--- config.mk ---
export PLATFORM = sky130hd
export DESIGN_NAME = four_digit_display_scanner
export DESIGN_NICKNAME = d
export VERILOG_FILES = /design/src/rtl/fdds_pkg.sv /design/src/rtl/fdds_decimal.sv /design/src/rtl/four_digit_display_scanner.sv
export SDC_FILE = /design/constraint.sdc
export NUM_CORES = 1
export LEC_CHECK = 0
export BUFFER_PORTS_ARGS = -buffer_cell sky130_fd_sc_hd__buf_2
export CORE_ASPECT_RATIO = 0.75
export CORE_MARGIN = 4
export CORE_UTILIZATION = 61
export CTS_CLUSTER_DIAMETER = 50
export DETAILED_ROUTE_END_ITERATION = 8
export PLACE_DENSITY_LB_ADDON = 0.2
export SLEW_MARGIN = 20
export SYNTH_ARGS = -nofsm -noshare
export SYNTH_HDL_FRONTEND = slang
export SYNTH_HIERARCHICAL = 1
export SYNTH_SLANG_ARGS = --single-unit
--- constraint.sdc ---
create_clock -name clk -period 8.75 [get_ports clk]
set_input_delay 1.3125 -clock clk [delete_from_list [all_inputs] [get_ports clk]]
set_output_delay 1.3125 -clock clk [all_outputs]
set_load 0.01 [all_outputs]
--- src/rtl/fdds_pkg.sv ---
// Shared types and constants for the four-digit display scanner.
// No dependencies; used by fdds_decimal and four_digit_display_scanner.
package fdds_pkg;

  localparam logic [3:0] BLANK_CODE  = 4'd15;
  localparam int         DIGIT_COUNT = 4;

  // Operation codes
  localparam logic [2:0] OP_TICK  = 3'd0;
  localparam logic [2:0] OP_SET   = 3'd1;
  localparam logic [2:0] OP_PUT16 = 3'd2;
  localparam logic [2:0] OP_PUT8  = 3'd3;
  localparam logic [2:0] OP_LED   = 3'd4;

  // LED commands
  localparam logic [1:0] LED_OFF    = 2'd0;
  localparam logic [1:0] LED_ON     = 2'd1;
  localparam logic [1:0] LED_TOGGLE = 2'd2;
  localparam logic [1:0] LED_KEEP   = 2'd3;

  // Position select codes beyond the digits
  localparam logic [2:0] POS_LED  = 3'd4;
  localparam logic [2:0] POS_IDLE = 3'd5;

  typedef struct packed {
    logic [2:0]  opcode;
    logic [1:0]  digit_index;
    logic [3:0]  digit_value;
    logic [15:0] number_in;
    logic        low_pair_select;
    logic [1:0]  led_command;
  } in_item_t;

  typedef struct packed {
    logic [3:0] segment_code;
    logic [2:0] position_select;
  } out_item_t;

  // Decimal digits of a request's number: four from the 16-bit value,
  // units and tens of the low byte.
  typedef struct packed {
    logic [3:0][3:0] dec16;
    logic [1:0][3:0] dec8;
  } dec_digits_t;

endpackage

--- src/rtl/fdds_decimal.sv ---
// Decimal split of a 16-bit number and of its low byte.
// Registered reciprocal multiplies, then digit extraction; uses fdds_pkg.
module fdds_decimal (
  input  logic                 clk,
  input  logic                 en,
  input  logic [15:0]          number,
  output fdds_pkg::dec_digits_t digits
);

  logic [15:0] num_r;
  logic [12:0] q10_r;
  logic [9:0]  q100_r;
  logic [6:0]  q1000_r;
  logic [4:0]  b10_r;

  logic [31:0] p10;
  logic [32:0] p100;
  logic [32:0] p1000;
  logic [15:0] pb10;

  // Reciprocals are exact over the full 16-bit (or 8-bit) input range.
  assign p10   = 32'(number) * 32'd52429;
  assign p100  = 33'(number) * 33'd83887;
  assign p1000 = 33'(number) * 33'd67109;
  assign pb10  = 16'(number[7:0]) * 16'd205;

  always_ff @(posedge clk) begin
    if (en) begin
      num_r   <= number;
      q10_r   <= p10[31:19];
      q100_r  <= p100[32:23];
      q1000_r <= p1000[32:26];
      b10_r   <= pb10[15:11];
    end
  end

  // Remainder mod 10 of a value below 70
  function automatic logic [3:0] mod10_small(input logic [6:0] v);
    logic [6:0] r;
    r = v;
    for (int k = 1; k <= 6; k++) begin
      if (v >= 7'(10 * k)) r = v - 7'(10 * k);
    end
    return r[3:0];
  endfunction

  logic [15:0] r0;
  logic [12:0] r1;
  logic [9:0]  r2;
  logic [7:0]  rb0;

  assign r0  = num_r - (16'({q10_r, 3'b000}) + 16'({q10_r, 1'b0}));
  assign r1  = q10_r - (13'({q100_r, 3'b000}) + 13'({q100_r, 1'b0}));
  assign r2  = q100_r - (10'({q1000_r, 3'b000}) + 10'({q1000_r, 1'b0}));
  assign rb0 = num_r[7:0] - (8'({b10_r, 3'b000}) + 8'({b10_r, 1'b0}));

  always_comb begin
    digits.dec16[0] = r0[3:0];
    digits.dec16[1] = r1[3:0];
    digits.dec16[2] = r2[3:0];
    digits.dec16[3] = mod10_small(q1000_r);
    digits.dec8[0]  = rb0[3:0];
    digits.dec8[1]  = mod10_small({2'b00, b10_r});
  end

endmodule

--- src/rtl/four_digit_display_scanner.sv ---
// Top level of the four-digit multiplexed display scanner.
// Uses fdds_pkg and fdds_decimal.

// Requests pass through three registers: input, decimal split, and the
// execute step that updates the digit store, LED flag and scan position.
// One request is taken every cycle unless a tick waits on a held output;
// a tick's result passes the input, split and output registers in turn,
// and requests are handled strictly in order. Number writes use the decimal
// split (registered reciprocal multiplies, then digit extraction). A waiting
// result holds only a tick behind it; others keep flowing until the pipe fills.
// After reset every digit is blank, the LED is off and the scan is at digit 0.
module four_digit_display_scanner (
  input  logic                clk,
  input  logic                rst_n,
  input  logic                in_valid,
  output logic                in_ready,
  input  fdds_pkg::in_item_t  in_data,
  output logic                out_valid,
  input  logic                out_ready,
  output fdds_pkg::out_item_t out_data
);

  logic                s1_v_r, s1_v_nxt;
  fdds_pkg::in_item_t  s1_r;
  logic                s2_v_r, s2_v_nxt;
  fdds_pkg::in_item_t  s2_r;
  logic                out_valid_r, out_valid_nxt;
  fdds_pkg::out_item_t out_r, out_nxt;

  logic [3:0][3:0] digit_r, digit_nxt;
  logic            led_r, led_nxt;
  logic [2:0]      scan_r, scan_nxt;

  logic s2_tick, out_can, s2_fire, s2_free, s2_load, in_accept;
  fdds_pkg::dec_digits_t dec;

  fdds_decimal u_dec (
    .clk    (clk),
    .en     (s2_load),
    .number (s1_r.number_in),
    .digits (dec)
  );

  assign s2_tick   = (s2_r.opcode == fdds_pkg::OP_TICK);
  assign out_can   = !out_valid_r || out_ready;
  assign s2_fire   = s2_v_r && (!s2_tick || out_can);
  assign s2_free   = !s2_v_r || s2_fire;
  assign s2_load   = s1_v_r && s2_free;
  assign in_ready  = !s1_v_r || s2_free;
  assign in_accept = in_valid && in_ready;

  assign out_valid = out_valid_r;
  assign out_data  = out_r;

  always_comb begin
    s1_v_nxt = s1_v_r;
    if (in_accept) s1_v_nxt = 1'b1;
    else if (s2_free) s1_v_nxt = 1'b0;
    s2_v_nxt = s2_free ? s1_v_r : s2_v_r;
    out_valid_nxt = out_valid_r;
    if (s2_fire && s2_tick) out_valid_nxt = 1'b1;
    else if (out_ready) out_valid_nxt = 1'b0;
  end

  // Execute step
  always_comb begin
    digit_nxt = digit_r;
    led_nxt   = led_r;
    scan_nxt  = scan_r;
    out_nxt   = out_r;
    if (s2_fire) begin
      case (s2_r.opcode)
        fdds_pkg::OP_TICK: begin
          if (32'(scan_r) >= fdds_pkg::DIGIT_COUNT) begin
            out_nxt.segment_code    = 4'd0;
            out_nxt.position_select = led_r ? fdds_pkg::POS_LED : fdds_pkg::POS_IDLE;
            scan_nxt = 3'd0;
          end else begin
            out_nxt.segment_code    = digit_r[scan_r[1:0]];
            out_nxt.position_select = scan_r;
            scan_nxt = scan_r + 3'd1;
          end
        end
        fdds_pkg::OP_SET: begin
          digit_nxt[s2_r.digit_index] = s2_r.digit_value;
        end
        fdds_pkg::OP_PUT16: begin
          digit_nxt = dec.dec16;
        end
        fdds_pkg::OP_PUT8: begin
          if (s2_r.low_pair_select) begin
            digit_nxt[0] = dec.dec8[0];
            digit_nxt[1] = dec.dec8[1];
          end else begin
            digit_nxt[2] = dec.dec8[0];
            digit_nxt[3] = dec.dec8[1];
          end
        end
        fdds_pkg::OP_LED: begin
          case (s2_r.led_command)
            fdds_pkg::LED_OFF:    led_nxt = 1'b0;
            fdds_pkg::LED_ON:     led_nxt = 1'b1;
            fdds_pkg::LED_TOGGLE: led_nxt = !led_r;
            default:              led_nxt = led_r;
          endcase
        end
        default: begin
        end
      endcase
    end
  end

  always_ff @(posedge clk) begin
    if (!rst_n) begin
      s1_v_r      <= 1'b0;
      s2_v_r      <= 1'b0;
      out_valid_r <= 1'b0;
      digit_r     <= {4{fdds_pkg::BLANK_CODE}};
      led_r       <= 1'b0;
      scan_r      <= 3'd0;
    end else begin
      s1_v_r      <= s1_v_nxt;
      s2_v_r      <= s2_v_nxt;
      out_valid_r <= out_valid_nxt;
      digit_r     <= digit_nxt;
      led_r       <= led_nxt;
      scan_r      <= scan_nxt;
    end
  end

  always_ff @(posedge clk) begin
    if (in_accept) s1_r <= in_data;
    if (s2_load) s2_r <= s1_r;
    out_r <= out_nxt;
  end

`ifndef SYNTHESIS
  a_pos_range: assert property (@(posedge clk) disable iff (!rst_n)
    out_valid_r |-> (out_r.position_select <= fdds_pkg::POS_IDLE))
    else $error("position select out of range");

  a_slot_zero: assert property (@(posedge clk) disable iff (!rst_n)
    (out_valid_r && (out_r.position_select >= fdds_pkg::POS_LED))
      |-> (out_r.segment_code == 4'd0))
    else $error("LED or idle slot carries a digit code");

  a_scan_bound: assert property (@(posedge clk) disable iff (!rst_n)
    32'(scan_r) <= fdds_pkg::DIGIT_COUNT)
    else $error("scan position past end of scan");

  a_stall_hold: assert property (@(posedge clk) disable iff (!rst_n)
    (s1_v_r && s2_v_r && s2_tick && out_valid_r && !out_ready) |-> !in_ready)
    else $error("input taken while pipe is blocked");

  a_toggle: assert property (@(posedge clk) disable iff (!rst_n)
    (s2_fire && (s2_r.opcode == fdds_pkg::OP_LED)
      && (s2_r.led_command == fdds_pkg::LED_TOGGLE)) |=> (led_r != $past(led_r)))
    else $error("LED toggle did not invert the flag");
`endif

endmodule
# Word-level counts from Yosys, hierarchy flattened
# Index checks and enable logic that the tools add are counted.
[classes]
muxes = 25
eq_ne = 8
n_reduce_logical = 24
n_addsub = 18
multipliers = 4
n_lt_le_gt_ge = 13
[op_table]
columns = ["cell", "n"]
rows = [
  ["16-bit one-hot mux with 3 select lines", 1],
  ["4-bit two-way mux", 11],
  ["16-bit by 17-bit multiplier with 33-bit output (second input constant)", 1],
  ["16-bit by 17-bit multiplier with 27-bit output (second input constant)", 1],
  ["4-bit subtractor (second input constant)", 6],
  ["16-bit by 16-bit multiplier with 23-bit output (second input constant)", 1],
  ["7-bit by 6-bit >= comparator with 1-bit output (second input constant)", 3],
  ["4-bit adder", 4],
  ["16-bit bitwise mux", 1],
  ["8-bit by 8-bit multiplier with 16-bit output (second input constant)", 1],
  ["8-bit two-way mux", 2],
  ["4-bit subtractor", 4],
  ["7-bit by 5-bit >= comparator with 1-bit output (second input constant)", 2],
  ["5-bit >= comparator (second input constant)", 2],
  ["3-bit AND reduction", 3],
  ["4-bit binary-select mux with 2-bit select", 1],
  ["4-bit demux with 2-bit select", 1],
  ["4-bit by 3-bit subtractor with 4-bit output (second input constant)", 2],
  ["7-bit by 4-bit >= comparator with 1-bit output (second input constant)", 1],
  ["3-bit by 2-bit equality test with 1-bit output (second input constant)", 2],
  ["2-bit by 3-bit less-than comparator with 1-bit output (second input constant)", 2],
  ["3-bit two-way mux", 2],
  ["3-bit nonzero test", 2],
  ["5-bit by 4-bit >= comparator with 1-bit output (second input constant)", 1],
  ["other kinds (18)", 35],
]
[totals]
ff_bits = 94
inputBits = 32
out_inout_bits = 9
elab_cells = 119

# Longest topological paths before layout
# Gate-level depths: netlist of run 1.
[depth]
ltp_word = 8
mapped_depth = 21
mapped_depth_nobuf = 20

# Cells and area by module
# Netlist of run 1, hierarchy kept.
[by_module_without_submodules]
columns = ["module", "area_per_inst_um2", "n_inst", "cells_each"]
rows = [
  ["fdds_decimal", 12430.7, 1, 1249],
  ["four_digit_display_scanner", 2917.8, 1, 208],
]

# Worst setup path before layout of run 1
# No wires, ideal clock.
[synth_timing]
kind = "reg2reg"
startpoint = "reg s1_r[9] in the netlist's numbering"
endpoint = "reg u_dec.q10_r[3] (data pin)"
path_buffers = 0
path_slack_ns = 3.255
period_less_slack_ns = 5.495
stages_incl_launch_ff = 17
arrival_ns = 5.235
cell_sequence = "edfxtp_1 inv_1 ha_1 fa_1 fa_1 fa_1 fa_1 fa_1 inv_1 ha_1 a21o_1 a31o_2 a211o_1 a21oi_1 nand3_1 a21oi_1 xnor2_1"
[synth_between]
elab_chain_len = 1
[synth_lines]
columns = ["item", "line_no", "source"]
rows = [
  ["start: declaration", "four_digit_display_scanner.sv:24", "fdds_pkg::in_item_t s1_r;"],
  ["start signal: assignment", "four_digit_display_scanner.sv:132", "if (in_accept) s1_r <= in_data;"],
  ["16-bit by 16-bit multiplier with 23-bit output", "fdds_decimal.sv:22", "assign p10 = 32'(number) * 32'd52429;"],
  ["via u_dec.p10[22]", "fdds_decimal.sv:16", "logic [31:0] p10;"],
  ["end signal: assignment", "fdds_decimal.sv:30", "q10_r <= p10[31:19];"],
  ["end: declaration", "fdds_decimal.sv:11", "logic [12:0] q10_r;"],
]
# The timed path passes the listed nets, and every way through them passes these cells.
# A chain may end at the register's enable or synchronous reset.

# Final worst setup path of run 1
[layout_timing]
startpoint = "reg s1_r[13] in the netlist's numbering"
endpoint = "reg u_dec.q100_r[2] (data pin)"
[layout_between]
elab_chain_len = 1
[layout_lines]
columns = ["item", "line_no", "source"]
rows = [
  ["16-bit by 17-bit multiplier with 27-bit output", "fdds_decimal.sv:23", "assign p100 = 33'(number) * 33'd83887;"],
  ["via u_dec.p100[25]", "fdds_decimal.sv:17", "logic [32:0] p100;"],
  ["end signal: assignment", "fdds_decimal.sv:31", "q100_r <= p100[32:23];"],
  ["end: declaration", "fdds_decimal.sv:12", "logic [9:0] q100_r;"],
]
# The timed path passes the listed nets, and every way through them passes these cells.

==> results of run 1 <==
[stage by stage]
| step | setup WS, ps | area, um2 | std cells | utilization [%] |
|---|---|---|---|---|
| 2_1_floorplan | 3250 | 15300 | 1457 | - |
| 3_3_place_gp | 2320 | 15900 | 1816 | 65.4 |
| 3_5_place_dp | 2250 | 15900 | 1816 | 65.4 |
| 4_1_cts | 2260 | 16200 | 1832 | 66.5 |
| 5_1_grt | 1870 | 16200 | 1833 | 66.6 |
| 6_report | 2200 | 16200 | 1833 | 66.6 |
[Yosys cell counts (all sizes together), types with 4 or more instances]
| master | number | area [um2] |
|---|---|---|
| nor2 | 49 | 184 |
| o21a | 5 | 37.5 |
| o31a | 4 | 43.8 |
| a21o | 13 | 97.6 |
| mux4 | 4 | 90.1 |
| and3 | 4 | 25.0 |
| ha | 339 | 4240 |
| xor2 | 5 | 43.8 |
| a211oi | 6 | 57.6 |
| nand2 | 30 | 113 |
| o211ai | 7 | 52.6 |
| a2bb2oi | 5 | 43.8 |
| nand3 | 12 | 60.1 |
| fa | 210 | 4200 |
| o22a | 9 | 78.8 |
| dfxtp | 23 | 460 |
| nor3 | 9 | 56.3 |
| o21ai | 23 | 115 |
| inv | 413 | 1550 |
| edfxtp | 71 | 2130 |
| xnor2 | 48 | 420 |
| clkbuf | 9 | 33.8 |
| o2bb2ai | 8 | 70.1 |
| a32oi | 4 | 35.0 |
| a21oi | 38 | 190 |
| mux2i | 20 | 200 |
| a211o | 4 | 35.0 |
| a31oi | 7 | 43.8 |
| nor2b | 9 | 56.3 |
| buf | 7 | 47.6 |
| nand2b | 5 | 38.8 |
[cell usage in the layout, fill, tap and decap left out, drive strengths merged, types with 4 or more instances in the layout]
cell,Yosys,layout
a211o,4,4
a211oi,6,6
a21o,13,13
a21oi,38,38
a2bb2oi,5,5
a31oi,7,7
a32oi,4,4
and3,4,4
buf,7,45
clkbuf,9,10
clkinv,1,4
dfxtp,23,23
edfxtp,71,71
fa,210,210
ha,339,339
inv,413,415
mux2i,20,20
mux4,4,4
nand2,30,30
nand2b,5,5
nand3,12,12
nor2,49,49
nor2b,9,9
nor3,9,9
o211ai,7,7
o21a,5,5
o21ai,23,23
o22a,9,9
o2bb2ai,8,8
o31a,4,4
xnor2,48,48
xor2,5,5
[kinds of logic after synthesis]
family	share of synthesized area [%]
muxes	1.89
buffers and inverters	10.7
AOI/OAI and AO/OA	7.78
adders and majority gates	55.0
xor gates and xnor gates	3.02
and+or+nand+nor	4.74
DFF	16.9
[routing by layer]
metal	up-vias	wire length (um)	share of wire [%]	track usage (%)
met5	-	0	0	0
met4	0	468	1.2	4.56
met3	31	4410	12	11.2
met2	408	15700	41	40.1
met1	5111	17800	46	43.2
li1	4804	-	-	-
[final timing paths]
check / slack, ps / depth (start not counted) / to
max: 2200 / 16 / u_dec/q100_r[2]$_DFFE_PP_
min: 420 / 0 / s2_r[27]$_DFFE_PP_
max reg2reg: 2200 / 16 / u_dec/q100_r[2]$_DFFE_PP_
min reg2reg: 420 / 0 / s2_r[27]$_DFFE_PP_
[final cells by class]
| type | count | area [um2] | area share (%) |
|---|---|---|---|
| Multi-Input combinational cell | 933 | 11100 | 68.6 |
| Sequential cell | 94 | 2590 | 16.0 |
| Inverter | 414 | 1550 | 9.58 |
| Tap cell | 331 | 414 | 2.55 |
| Timing Repair Buffer | 45 | 250 | 1.54 |
| Clock buffer | 10 | 229 | 1.41 |
| Clock inverter | 6 | 46.3 | 0.286 |
[worst max-delay path, cell delays in order (launching register included)]
cell and delay [ps]:
edfxtp_1 1020, fa_1 670, fa_1 540, inv_1 60, fa_1 560, inv_1 60
fa_1 510, fa_1 520, fa_1 430, ha_1 290, and4_1 220, a41oi_1 210
o21ai_0 200, a211oi_1 520, o21bai_1 200, a21oi_1 210, xnor2_1 80
==> impl_results.md, run 1 <==
* Tightest Hold Check Type: reg -> reg
* Rel. slew slack at a little under a third
* CTS Hold Buffers Added at 0
* CP max FO at 13
* Final worst-path cycle share at between 70% and 80%
* Clock Skew at 11.4 ps
* Register area share after synthesis at 16.9%
* WL/cell at between 20 and 25 um
* Min-delay src: s1_r[27]$_DFFE_PP_
* Worst Max-Slew Pin Slew at roughly 1000 ps
* Fmax at 153 MHz
* Drt drc at 0
* Area Overhead vs Synth at 5.64%
* Synth cell types at 72
* Post-Syn Nets at between 2,000 and 2,500
* CP Class: reg -> reg
* CTS tree: built
* GP Congestion at ~1
* Final TNS setup at 0 ps
* IO Port Bufs at 40
* WP data arrival at ~6700 ps
* I/O pins at between 40 and 50
* Worst EP required at just under 9000 ps
* # diodes at 0
* Fin crit period at about 6600 ps
* Detailed Route WL at roughly 38 mm
* Syn. warnings at 6
* RR Startpoint: s1_r[13]$_DFFE_PP_
* Routed vias/inst at 5.65
* Fin. Hold Viols at 0
* Num CTS Buffers at 9
* Total congestion overflow at 0
* Post-synth top flop: edfxtp_1
* CTS max path bufs at 2
* Initial antenna violation count at 0
* Starting Density at around 63%
* Post-synth EDFFs at a little over 70
* Post-cts gate resize count at 0
* H-tree depth at 3
* Vias at 10,400
* Synth Cell Area at approximately 0.015 mm2
* Nets at a little over 2,000
* Number of max-cap violations at 0
* Layout filler cell count at just under 2,000
* CTS Root Buffer Type: clkbuf_16
* Core box area at about 0.024 mm2
* Post-synthesis register bit count at 94
* DP HPWL at between 30 and 40 mm
* Setup bufs post-CTS at 0
* Ys async rst share at 0%
* Crit. Startpoint: s1_r[13]$_DFFE_PP_
* 1st-iter DRT viols at between 800 and 900
* Layout cells sized above 1 at approximately 5.1%
* Final setup violation count at 0
* Final hold slack at approximately 420 ps
* Syn Area/Cell at roughly 11 um2
* RSZ-0062 raised after global routing: no
* Largest net degree at the start of global routing at 37
* ANT nets after route at 0
* Drt pass-1 iters at 5
* Die area at between 0.02 and 0.03 mm2
* Clock sinks at between 90 and 100
* Synth Instances at about 1,500
* Global-route wire length before repair at between 60 and 70 mm
* GRT Overall Usage at between 20% and 30%
* Vias in the first global route at roughly 11,000
* Max Slew Vio Count at 0
* Clk slew on worst S/H paths at 70 ps
* Skew-Pair Late Insertion Delay at 360 ps
* # rows at 49
* Setup crit start kind: register
* Critical Path End Type: register
* Status: completed
* Die Wd at roughly 190 um
* Height of the die at about 150 um
Power of run 1 is not shown: default switching activity piles up to over one toggle a cycle in this logic, so the estimate is an artifact.
==> run 2: changes to the inputs <==
--- a/config.mk
+++ b/config.mk
@@ -8,7 +8,7 @@
 export BUFFER_PORTS_ARGS = -buffer_cell sky130_fd_sc_hd__buf_2
 export CORE_ASPECT_RATIO = 0.75
 export CORE_MARGIN = 4
-export CORE_UTILIZATION = 61
+export CORE_UTILIZATION = 59
 export CTS_CLUSTER_DIAMETER = 50
 export DETAILED_ROUTE_END_ITERATION = 8
 export PLACE_DENSITY_LB_ADDON = 0.2
==> constraint.sdc (replaced) <==
create_clock -name clk -period 5.3 [get_ports clk]
set_input_delay 0.795 -clock clk [delete_from_list [all_inputs] [get_ports clk]]
set_output_delay 0.795 -clock clk [all_outputs]
set_load 0.01 [all_outputs]
==> run 2 against run 1 <==
Effect of this change: the run now ends with negative setup slack left; design area grew 12%; fmax grew 23%; non-clock buffer count grew 157; count of clock-buffer cells in the layout grew 1; critical path type unchanged; highest routed layer unchanged.
==> impl_results.md, run 2 (synthesis gave the netlist of run 1 again) <==
* Die Wd at 194 um (was 191 um)
* CTS tree: built (unchanged)
* Worst Max-Slew Pin Slew at 1100 ps (was 1040 ps)
* Final setup violation count at 2 (was 0)
* Worst setup margin at -26.9 ps (was 2200 ps)
* Most frequent CP cell: fa_1 (unchanged)
* Fin crit period at 5330 ps (was 6550 ps)
* Fin. Hold Viols at 0 (unchanged)
* Rel. slew slack at 26.9% (was 30.4%)
* Total congestion overflow at 0 (unchanged)
* Final worst-path cycle share at 101% (was 74.9%)
* H-tree depth at 3 (unchanged)
* Design Area, Final at 0.0181 mm2 (was 0.0162 mm2)
* Initial antenna violation count at 0 (unchanged)
* Core box area at 0.0253 mm2 (was 0.0243 mm2)
* Height of the die at 148 um (was 145 um)
* IO Port Bufs at 40 (unchanged)
* Post-layout util at 71.5% (was 66.6%)
* Tightest Hold Check Type: reg -> reg (unchanged)
* Largest delay contributor family on the critical path: adder cells (unchanged)
* Clock sinks at 94 (unchanged)
* Final TNS setup at -29.1 ps (was 0 ps)
* WP data arrival at 5450 ps (was 6670 ps)
* Routed vias/inst at 5.51 (was 5.65)
* Fmax at 188 MHz (was 153 MHz)
* Layout cells sized above 1 at 20.1% (was 5.06%)
* Clock Skew at 14.9 ps (was 11.4 ps)
* GP Congestion at 0.991 (was 0.985)
* Global-route wire length before repair at 62.2 mm (was 60.2 mm)
* Number of max-cap violations at 0 (unchanged)
* CP Class: reg -> reg (unchanged)
* RSZ-0062 raised after global routing: yes (was no)
* Num CTS Buffers at 9 (unchanged)
* Crit-path max cell delay at 570 ps (was 1020 ps)
* Worst EP required at 5430 ps (was 8870 ps)
* Max Slew Vio Count at 0 (unchanged)
* Drt drc at 0 (unchanged)
* Drt pass-1 iters at 5 (unchanged)
* Area Overhead vs Synth at 17.8% (was 5.64%)
* Largest net degree at the start of global routing at 37 (unchanged)
* # rows at 50 (was 49)
* Status: complete, but fails checks (was completed)
* Failing checks: negative setup slack
* ANT nets after route at 0 (unchanged)
* Clk slew on worst S/H paths at 80 ps (was 70 ps)
* Setup crit start kind: register (unchanged)
* Die area at 0.0287 mm2 (was 0.0278 mm2)
* I/O pins at 41 (unchanged)
* Slowest cell on the critical path: fa_2 (was edfxtp_1)
* Starting Density at 60.7% (was 63.1%)
* CTS Root Buffer Type: clkbuf_16 (unchanged)
* Most frequent cells in the layout: 395 x inv_1, 302 x ha_1, 191 x fa_1 (was 413 x inv_1, 339 x ha_1, 210 x fa_1)
* CP max FO at 4 (was 13)
* Critical Path End Type: register (unchanged)
* GRT Overall Usage at 28.4% (was 28.7%)
* DP HPWL at 34.7 mm (was 33.0 mm)
* Nets at 2,235 (was 2,078)
* Buf/Inv on CP at 6 (was 2)
* Detailed Route WL at 41.1 mm (was 38.3 mm)
* Skew-Pair Late Insertion Delay at 370 ps (was 360 ps)
* # diodes at 0 (unchanged)
* Vias at 11,000 (was 10,400)
* WL/cell at 20.6 um (was 20.9 um)
* Vias in the first global route at 11,200 (was 10,800)
* Commonest non-fill, non-tap cell in the layout: inv_1 (unchanged)
* Cells along the critical path: buf_6 > fa_2 > inv_2 > fa_1 > inv_2 > fa_1 > fa_1 > fa_1 > inv_1 > fa_1 > inv_1 > ha_4 > a211oi_2 > o21ai_1 > a211oi_2 > buf_4 > o21bai_4 > a21oi_2 > xnor2_1 (was fa_1 > fa_1 > inv_1 > fa_1 > inv_1 > fa_1 > fa_1 > fa_1 > ha_1 > and4_1 > a41oi_1 > o21ai_0 > a211oi_1 > o21bai_1 > a21oi_1 > xnor2_1)
* 1st-iter DRT viols at 859 (was 806)
* CTS max path bufs at 2 (unchanged)
* DP Area at 0.0169 mm2 (was 0.0159 mm2)
-- run 2: changes by cell type in the layout (fill, tap and decap cells not counted), sizes merged --
cell	previous run	this run
inv	415	414
clkbuf	10	11
buf	45	202
-- run 2: final timing paths --
check        slack [ps]  cells past startpoint                from                        end
max                 -30                     19   s1_r[8]$_DFFE_PP_  u_dec/q100_r[2]$_DFFE_PP_
min                 420                      0  s1_r[26]$_DFFE_PP_         s2_r[26]$_DFFE_PP_
min reg2reg         420                      0  s1_r[26]$_DFFE_PP_         s2_r[26]$_DFFE_PP_
max reg2reg         -30                     19   s1_r[8]$_DFFE_PP_  u_dec/q100_r[2]$_DFFE_PP_
-- run 2: what timing repair did --
action                                  in CTS  in global routing
pin swaps                                   17                 86
hold buffers                                 0                  0
setup buffers                               12                 22
endpoints found under the setup margin      12                 14
cloned                                       0                  0
resized for setup                           27                 88
-- run 2: layer usage --
| layer | vias to the layer above | routed length (um) | global-route usage [%] |
|---|---|---|---|
| met4 | 0 | 720 | 5.90 |
| li1 | 5123 | - | - |
| met1 | 5396 | 18100 | 41.2 |
| met5 | - | 0 | 0 |
| met2 | 437 | 17400 | 41.4 |
| met3 | 49 | 4770 | 10.6 |
-- run 2: area by class of cell --
| class | count | area (um2) |
|---|---|---|
| clock inverter | 5 | 42.5 |
| multi-input combinational | 933 | 11700 |
| fill | 1857 | 7190 |
| timing repair buffer | 202 | 1500 |
| tap | 338 | 423 |
| inverter | 414 | 1560 |
| sequential | 94 | 2590 |
| clock buffer | 11 | 254 |
-- run 2: stage by stage --
| step | std cells | setup slack (ps) | hold WS (ps) |
|---|---|---|---|
| after floorplan | 1457 | -5.84 | 400 |
| after global placement | 1946 | -135 | 400 |
| after detailed placement | 1946 | -179 | 405 |
| after CTS | 1974 | -71.7 | 421 |
| after global routing | 1997 | -172 | 429 |
| final | 1997 | -26.9 | 420 |
Power of run 2 is left out for the same reason.
==> run 3: changes to the inputs <==
--- a/config.mk
+++ b/config.mk
@@ -8,9 +8,11 @@
 export BUFFER_PORTS_ARGS = -buffer_cell sky130_fd_sc_hd__buf_2
 export CORE_ASPECT_RATIO = 0.75
 export CORE_MARGIN = 4
-export CORE_UTILIZATION = 59
+export CORE_UTILIZATION = 60
+export CTS_BUF_LIST = sky130_fd_sc_hd__clkbuf_2
 export CTS_CLUSTER_DIAMETER = 50
 export DETAILED_ROUTE_END_ITERATION = 8
+export HOLD_SLACK_MARGIN = 0.1
 export PLACE_DENSITY_LB_ADDON = 0.2
 export SLEW_MARGIN = 20
 export SYNTH_ARGS = -nofsm -noshare
==> run 3 against run 2 <==
Effect of this change: the flow now finishes without violations; design area fell by 0.29%; fmax increased by 0.87%; die area shrank 1.6%; critical path depth is 3 lower; non-clock buffer count is 4 higher; clock skew grew 22 ps; register-to-register slack gained 50 ps; via count shrank 1.3%; sequential cell count did not move; worst setup slack gained 46 ps; worst hold slack got worse by 120 ps; critical endpoint is now u_dec/q100_r[1]$_DFFE_PP_; highest routed layer unchanged.
==> impl_results.md, run 3 (synthesis gave the netlist of run 1 again) <==
* Routed vias/inst at 5.43 (was 5.51)
* Clock Skew at 36.6 ps (was 14.9 ps)
* # rows at 50 (unchanged)
* CP Class: reg -> reg (unchanged)
* Vias in the first global route at 11,500 (was 11,200)
* Vias at 10,900 (was 11,000)
* Nets at 2,239 (was 2,235)
* IO Port Bufs at 40 (unchanged)
* Layout cells sized above 1 at 21.6% (was 20.1%)
* Slowest cell on the critical path: fa_2 (unchanged)
* Initial antenna violation count at 1 (was 0)
* GRT Overall Usage at 29.5% (was 28.4%)
* DP HPWL at 34.6 mm (was 34.7 mm)
* Height of the die at 147 um (was 148 um)
* Final worst-path cycle share at 99.6% (was 101%)
* Detailed Route WL at 40.3 mm (was 41.1 mm)
* Post-route insts no fill at 2,002 (was 1,997)
* Num CTS Buffers at 9 (unchanged)
* DP Cell Count at 1,959 (was 1,946)
* WL/cell at 20.1 um (was 20.6 um)
* Setup crit start kind: register (unchanged)
* Area Overhead vs Synth at 17.5% (was 17.8%)
* Fmax at 189 MHz (was 188 MHz)
* Clock sinks at 94 (unchanged)
* H-tree depth at 3 (unchanged)
* Commonest non-fill, non-tap cell in the layout: inv_1 (unchanged)
* Die Wd at 193 um (was 194 um)
* Rel. slew slack at 31.2% (was 26.9%)
* Fin crit period at 5280 ps (was 5330 ps)
* CTS tree: built (unchanged)
* Number of max-cap violations at 0 (unchanged)
* Largest net degree at the start of global routing at 37 (unchanged)
* CP max FO at 4 (unchanged)
* Clk slew on worst S/H paths at 290 ps (was 80 ps)
* ANT nets after route at 0 (unchanged)
* Most frequent CP cell: fa_2 (was fa_1)
* Drt drc at 0 (unchanged)
* I/O pins at 41 (unchanged)
* GP Congestion at 0.976 (was 0.991)
* Die area at 0.0282 mm2 (was 0.0287 mm2)
* Most frequent cells in the layout: 385 x inv_1, 300 x ha_1, 185 x fa_1 (was 395 x inv_1, 302 x ha_1, 191 x fa_1)
* WP data arrival at 5710 ps (was 5450 ps)
* Tightest Hold Check Type: in -> reg (was reg -> reg)
* Final setup violation count at 0 (was 2)
* Crit-path max cell delay at 630 ps (was 570 ps)
* Max Slew Vio Count at 0 (unchanged)
* Fin. Hold Viols at 0 (unchanged)
* Worst EP required at 5720 ps (was 5430 ps)
* Final hold slack at 303 ps (was 420 ps)
* CTS Hold Buffers Added at 0 (unchanged)
* RSZ-0062 raised after global routing: yes (unchanged)
* Critical Path End Type: register (unchanged)
* Status: completed (was complete, but fails checks)
* Worst Max-Slew Pin Slew at 1030 ps (was 1100 ps)
* CTS Root Buffer Type: clkbuf_2 (was clkbuf_16)
* Drt pass-1 iters at 5 (unchanged)
* Global-route wire length before repair at 62.8 mm (was 62.2 mm)
* 1st-iter DRT viols at 700 (was 859)
* Total congestion overflow at 0 (unchanged)
* Cells along the critical path: fa_2 > inv_2 > fa_2 > inv_2 > fa_2 > fa_1 > fa_1 > fa_2 > ha_4 > and4_4 > a41oi_2 > o21ai_2 > a211oi_2 > o21bai_2 > buf_4 > xor2_1 (was buf_6 > fa_2 > inv_2 > fa_1 > inv_2 > fa_1 > fa_1 > fa_1 > inv_1 > fa_1 > inv_1 > ha_4 > a211oi_2 > o21ai_1 > a211oi_2 > buf_4 > o21bai_4 > a21oi_2 > xnor2_1)
* Starting Density at 61.2% (was 60.7%)
* CTS max path bufs at 2 (unchanged)
* Skew-Pair Late Insertion Delay at 640 ps (was 370 ps)
* Core box area at 0.0251 mm2 (was 0.0253 mm2)
run 3: area by class of cell:
cell class | instances | area [um2]
multi-input combinational | 933 | 11800
fill | 1867 | 7060
sequential | 94 | 2590
inverter | 414 | 1560
timing repair buffer | 206 | 1530
tap | 338 | 423
clock inverter | 6 | 93.8
clock buffer | 10 | 50.0
antenna | 1 | 2.50
run 3: layer usage:
layer / global-route usage [%] / share of wire [%] / up-vias / routed length, um
li1: - / - / 5130 / -
met1: 44.5 / 46 / 5334 / 18500
met2: 41.8 / 42 / 357 / 17000
met3: 10.1 / 10 / 45 / 4030
met4: 5.63 / 1.9 / 0 / 778
met5: 0 / 0 / - / 0
run 3: timing repair:
| item | 4_1_cts | 5_1_grt |
|---|---|---|
| pin swaps | 67 | 85 |
| buffers inserted | 13 | 13 |
| setup endpoints to repair | 10 | 14 |
| cloned | 0 | 0 |
| resized for setup | 64 | 68 |
run 3: stage by stage:
| step | setup WS, ps | utilization, % | TNS [ps] | instance area [um2] |
|---|---|---|---|---|
| CTS | 1.03 | 69.9 | 0 | 17500 |
| global route | -152 | 71.9 | -516 | 18000 |
| detailed placement | -126 | 67.8 | -458 | 17000 |
| global placement | -46.7 | 67.8 | -83.5 | 17000 |
| floorplan | -5.84 | - | -5.84 | 15400 |
| finish | 19.0 | 71.9 | 0 | 18000 |
run 3: critical path: cells and delay by family (launching register included):
kind,cells,cell delay (ps)
AOI/OAI and AO/OA,4,670
xor gates and xnor gates,1,130
adders and majority gates,7,3310
buffers and inverters,3,250
DFF,1,550
and+or+nand+nor,1,180
run 3: worst paths after layout:
check                     start                   endpoint  slack, ps  cells past startpoint
max          s1_r[18]$_DFFE_PP_  u_dec/q100_r[1]$_DFFE_PP_         20                     16
min                 in_data[11]         s1_r[11]$_DFFE_PP_        300                      1
max reg2reg  s1_r[18]$_DFFE_PP_  u_dec/q100_r[1]$_DFFE_PP_         20                     16
min reg2reg  s1_r[24]$_DFFE_PP_         s2_r[24]$_DFFE_PP_        430                      0
Power of run 3 is left out for the same reason.
